$ cat src/rtl/core/psd_pkg.sv
// package for the polyline signed distance block: constants and types
package psd_pkg;

    localparam int MaxPoints = 256;
    localparam int IdxW      = $clog2(MaxPoints);
    localparam int CntW      = IdxW + 1;

    localparam logic [1:0] OpClear  = 2'd0;
    localparam logic [1:0] OpAppend = 2'd1;
    localparam logic [1:0] OpQuery  = 2'd2;

    localparam logic [30:0] HalfWidthReset = 31'd32768;

    typedef enum logic [4:0] {
        ST_IDLE,
        ST_RD0,
        ST_RD1,
        ST_DIFF,
        ST_M_DS,
        ST_M_LS,
        ST_M_CR,
        ST_CLS,
        ST_DIV,
        ST_OFFX,
        ST_OFFY,
        ST_E,
        ST_D2,
        ST_CMP,
        ST_NEXT,
        ST_SQRT,
        ST_OUT
    } psd_state_t;

    // request to the shared multiplier: 34 x 34 signed
    typedef struct packed {
        logic               go;
        logic signed [33:0] a;
        logic signed [33:0] b;
    } psd_mul_req_t;

endpackage

$ cat src/rtl/core/psd_mul.sv
// shared signed multiplier, split into four 17x17 partial products over stages
module psd_mul (
    input  logic                  clk,
    input  logic                  rst_n,
    input  psd_pkg::psd_mul_req_t req,
    output logic signed [67:0]    prod,
    output logic                  done
);
    import psd_pkg::*;

    logic [33:0] ma_reg, mb_reg;
    logic        neg_reg, neg2_reg;
    logic        v1_reg, v2_reg;
    logic [33:0] p00_reg, p01_reg, p10_reg, p11_reg;
    logic [67:0] sum;

    always_ff @(posedge clk or negedge rst_n)
    begin
        if (!rst_n)
        begin
            v1_reg <= 1'b0;
            v2_reg <= 1'b0;
            done   <= 1'b0;
        end
        else
        begin
            v1_reg <= req.go;
            v2_reg <= v1_reg;
            done   <= v2_reg;
        end
    end

    always_ff @(posedge clk)
    begin
        ma_reg   <= req.a[33] ? 34'(-req.a) : 34'(req.a);
        mb_reg   <= req.b[33] ? 34'(-req.b) : 34'(req.b);
        neg_reg  <= req.a[33] ^ req.b[33];
        p00_reg  <= {17'd0, ma_reg[16:0]} * {17'd0, mb_reg[16:0]};
        p01_reg  <= {17'd0, ma_reg[16:0]} * {17'd0, mb_reg[33:17]};
        p10_reg  <= {17'd0, ma_reg[33:17]} * {17'd0, mb_reg[16:0]};
        p11_reg  <= {17'd0, ma_reg[33:17]} * {17'd0, mb_reg[33:17]};
        neg2_reg <= neg_reg;
        prod     <= neg2_reg ? -$signed(sum) : $signed(sum);
    end

    assign sum = {p11_reg, 34'd0} + ({34'd0, p01_reg} << 17)
               + ({34'd0, p10_reg} << 17) + {34'd0, p00_reg};

endmodule

$ cat config.mk
export PLATFORM = sky130hd
export DESIGN_NAME = psd_mul
export DESIGN_NICKNAME = d
export VERILOG_FILES = /design/src/rtl/core/psd_pkg.sv /design/src/rtl/core/psd_mul.sv
export SDC_FILE = /design/constraint.sdc
export NUM_CORES = 2
export LEC_CHECK = 0
export BUFFER_PORTS_ARGS = -buffer_cell sky130_fd_sc_hd__clkbuf_2
export CAP_MARGIN = 25
export CORE_ASPECT_RATIO = 1.25
export CORE_MARGIN = 4
export CORE_UTILIZATION = 56
export DETAILED_ROUTE_END_ITERATION = 8
export PLACE_DENSITY_LB_ADDON = 0.15
export SYNTH_ARGS = -nofsm -noshare
export SYNTH_HDL_FRONTEND = slang
export SYNTH_SLANG_ARGS = --single-unit
export TNS_END_PERCENT = 30
$ cat constraint.sdc
create_clock -name clk -period 8.6 [get_ports clk]
set_input_delay 0.43 -clock clk [delete_from_list [all_inputs] [get_ports clk]]
set_output_delay 0.43 -clock clk [all_outputs]
set_load 0.005 [all_outputs]
; Word-level counts from Yosys, hierarchy flattened
; Index checks and enable logic that the tools add are counted.
; W data, S select, Z words.
[classes]
n_addsub = 6
multipliers = 4
muxes = 3
bitwise = 1
[ops]
columns = operator, count
row1 = $add A68 B51 Y68, 2
row2 = $mul A17 B17 Y34, 4
row3 = $add A68 B34 Y68, 1
row4 = $mux W68, 1
row5 = $neg A34 Y34, 2
row6 = $neg A68 Y68, 1
row7 = $mux W33, 2
row8 = $xor A1 B1 Y1, 1
[word_totals]
reg_bits = 277
input_bits = 71
output_inout_bits = 69

; Logic depth before layout (Yosys ltp)
[logic_depth]
depth_word = 5
depth_mapped = 27
depth_no_buf = 26

; Worst setup path before layout
; OpenSTA, ideal clock, no wires.
[synth_timing]
path_type = flip-flop to flip-flop
from = register mb_reg[19]
to = register p01_reg[32]
setup_ps = 79
arrival_time_ps = 6656
setup_slack_ps = 1865
path_stages_with_launch = 25
path_buffers = 1
cell_sequence = dfxtp_1 > clkbuf_1 > nand2_1 > fa_1 > fa_1 > fa_1 > inv_1 > fa_1 > fa_1 > inv_1 > fa_1 > inv_1 > ha_1 > a21o_1 > a21o_1 > a21o_1 > a21o_1 > a21o_1 > a21oi_1 > nand3b_1 > o221ai_1 > a21oi_1 > o211ai_1 > or4b_2 > o211ai_1
[synth_via]
elab_chain_len = 1
[synth_lines]
columns = element, line
row1 = from (decl), psd_mul.sv:11  ; logic [33:0] ma_reg, mb_reg;
row2 = from (signal assigned), psd_mul.sv:36  ; mb_reg <= req.b[33] ? 34'(-req.b) : 34'(req.b);
row3 = $mul A17 B17 Y34, psd_mul.sv:39  ; p01_reg <= {17'd0, ma_reg[16:0]} * {17'd0, mb_reg[33:17]};
row4 = to (signal assigned), psd_mul.sv:39
row5 = to (decl), psd_mul.sv:14  ; logic [33:0] p00_reg, p01_reg, p10_reg, p11_reg;
; Every way passes these cells.
; A chain may end at the register's enable or synchronous reset.

; Final worst setup path
[layout_timing]
from = register ma_reg[5]
to = register p01_reg[32]
[layout_via]
elab_chain_len = 1
[layout_lines]
columns = element, line
row1 = from (decl), psd_mul.sv:11
row2 = from (signal assigned), psd_mul.sv:35  ; ma_reg <= req.a[33] ? 34'(-req.a) : 34'(req.a);
row3 = $mul A17 B17 Y34, psd_mul.sv:39
; Every way passes these cells.

==> run metrics <==
status finished, final reports clean; Site Rows 121; Final Max Tran Viols 0; max-cap viol count 0; Root Driver clkbuf_16; Critical Path Most Common Cell fa_1; Die H 339 microns; Synth Flop Type dfxtp_1; most common cell after layout, fill and taps aside inv_1; # Post-CTS Setup Buffers 0; Hold Worst Slack ~0.05 ns; RSZ-0062 raised after global routing no; crit end category register; Largest Register prod; Final #Nets around 7.0k; WP data required 9.11 ns; vias in the first global route approximately 38k; FF+latch area 5570 sq um; CP max stage delay 0.98 ns; Final Hold Vio Count 0; flip-flop count of the largest register after layout 68; Detail Placement HPWL 106000 microns; final core utilization 0.603; Die W 273 microns; total number of vias 36.4k; final instance area 52500 sq um; I/O pin count 140; GP Congestion between 0.9 and 1; post-layout minimum cycle time 7.48 ns; Mapped Nets 6953; Period Utilization, post-route 0.870; fill cell count around 7.7k; per-cell routed wire length approximately 19 microns; Fmax 134 MHz; Syn Area/Cell 8.96 sq um; clock-pin slew on the worst setup and hold paths 0.07 ns; number of flops mapped to enable cells by yosys 0; most frequent cells in the layout 1148 x inv_1, 931 x fa_1, 778 x nand2_1, 524 x and2_1, 469 x ha_1; die footprint 92600 sq um; htree depth 2; Synth Warn # 0; DR DRC count 0; clock net sink count between 200 and 300; first-pass GRT wire length about 210000 microns; dominant cell type by area after synthesis fa_1; core area slightly below 90000 sq um; buffers added on ports 139; post-synthesis cell count between 5k and 6k; CTS Buf Count 35; layout cell share with drive strength beyond 1 0.0639; Worst slew margin 0.289; crit path DAT 8.00 ns; Area Growth Syn to Fin 6.91%; Worst-Skew Late Latency 0.59 ns; CTS tree done; Max Clock Skew 0.0322 ns; Setup CP Type reg2reg; cts repair resizes 0; setup violators final 0; Area contributors post-synth fa_1 38%, ha_1 12%, dfxtp_1 11%, inv_1 8.8%, and2_1 6.7%; register area share after synthesis 0.113; post-detailed-route count of antenna-violating nets 0; post-synthesis async set-or-reset flop share 0.0108; Yosys top cell area share 0.379; Synth Register Bits 277; number of vias per cell about 5.4; routed wire length about 130000 microns; critical path, cell by cell and2_1 -> fa_1 -> inv_1 -> fa_1 -> fa_1 -> inv_1 -> fa_1 -> fa_1 -> inv_1 -> fa_1 -> inv_1 -> ha_1 -> a21o_1 -> a21o_1 -> a21o_1 -> a21o_1 -> a21o_1 -> a21oi_1 -> nand3b_1 -> o221ai_1 -> a21oi_1 -> o211ai_1 -> or4b_2 -> o211ai_1; largest net degree at the start of global routing 71; grt ovf 0; first-pass detailed-route iteration total 7; Synth cell types 85; mapped cell area 49100 sq um; Slew @ Worst Pin 1.07 ns; multi-input logic area 38300 sq um; TNS Setup 0 ns; HP Class in2reg; placed cell areas 51300 sq um; total track usage 0.287; initial core utilization 0.564; Max Root-Sink Buffers 3; 1st-iter DRT viols 2444; startpoint class of the critical path register; critical path's slowest cell dfxtp_1; crit-path max FO 23; initial antenna violation count 9
## cells in the mapped netlist, drive strengths merged (18+ instances only)
master and instances:
inv 1149, fa 931, nand2 779, and2 524, ha 469, dfxtp 274
clkbuf 239, xnor2 222, o21ai 128, a21oi 123, nor2 96, a21o 54
xor2 54, nand2b 35, o31ai 35, nand3 29, or3 27, nor3 24
nor2b 21, or4 21, and3 18
## worst max-delay path: cells and delay by family, from the launching register on
kind	cells	cell delay, ns
AND/OR/NAND/NOR	3	0.98
flip-flops	1	0.98
AO/OA/AOI/OAI	10	2.14
buffers and inverters	4	0.25
adder cells (fa/ha/maj)	7	3.05
## layer usage
metal | vias up | GRT usage | routed length [microns]
met4 | 6 | 0.0765 | 3900
met5 | - | 0 | 39
met1 | 18254 | 0.390 | 54400
met3 | 243 | 0.0530 | 9930
li1 | 16655 | - | -
met2 | 1238 | 0.477 | 60800
## kinds of logic after synthesis
| family | after synthesis | share of synthesized area |
|---|---|---|
| and+or+nand+nor | 1635 | 0.166 |
| adders and majority gates | 1400 | 0.499 |
| buffers and inverters | 1393 | 0.107 |
| AOI/OAI and AO/OA | 498 | 0.0657 |
| DFF | 277 | 0.113 |
| xor gates and xnor gates | 276 | 0.0492 |
| muxes | 3 | 0.000662 |
## per-stage QoR
step,std cells,setup WS [ns]
final,6729,1.12
after global routing,6726,0.744
after CTS,6725,1.19
after detailed placement,6660,1.21
after global placement,6660,1.31
after floorplan,5482,1.86
## final timing paths
kind                                    from               endpoint  slack, ns  cells after the start
max                        ma_reg[5]$_DFF_P_    p01_reg[32]$_DFF_P_       1.12                     24
min                                  req[32]  mb_reg[33]$_SDFF_PN0_       0.05                      2
max reg2reg                ma_reg[5]$_DFF_P_    p01_reg[32]$_DFF_P_       1.12                     24
min reg2reg                  neg_reg$_DFF_P_       neg2_reg$_DFF_P_       0.33                      0
max in group asynchronous              rst_n         done$_DFF_PN0_       8.29                      2
min in group asynchronous              rst_n       v1_reg$_DFF_PN0_       0.20                      2
## area by class of cell
class | count | share of cell area
clock inverter | 18 | 0.00338
antenna | 3 | 0.000143
multi-input combinational | 3812 | 0.730
tap | 1168 | 0.0278
timing repair buffer | 259 | 0.0322
clock buffer | 43 | 0.0186
inverter | 1149 | 0.0821
sequential | 277 | 0.106
## what timing repair did
action / CTS / global route
setup endpoints to repair: 0 / 0
hold endpoints to repair: 6 / 0
hold buffers: 4 / 0
Power is left out: the tool's default activity adds up to more than one toggle a clock period on the data nets, which glitch-free logic cannot reach.
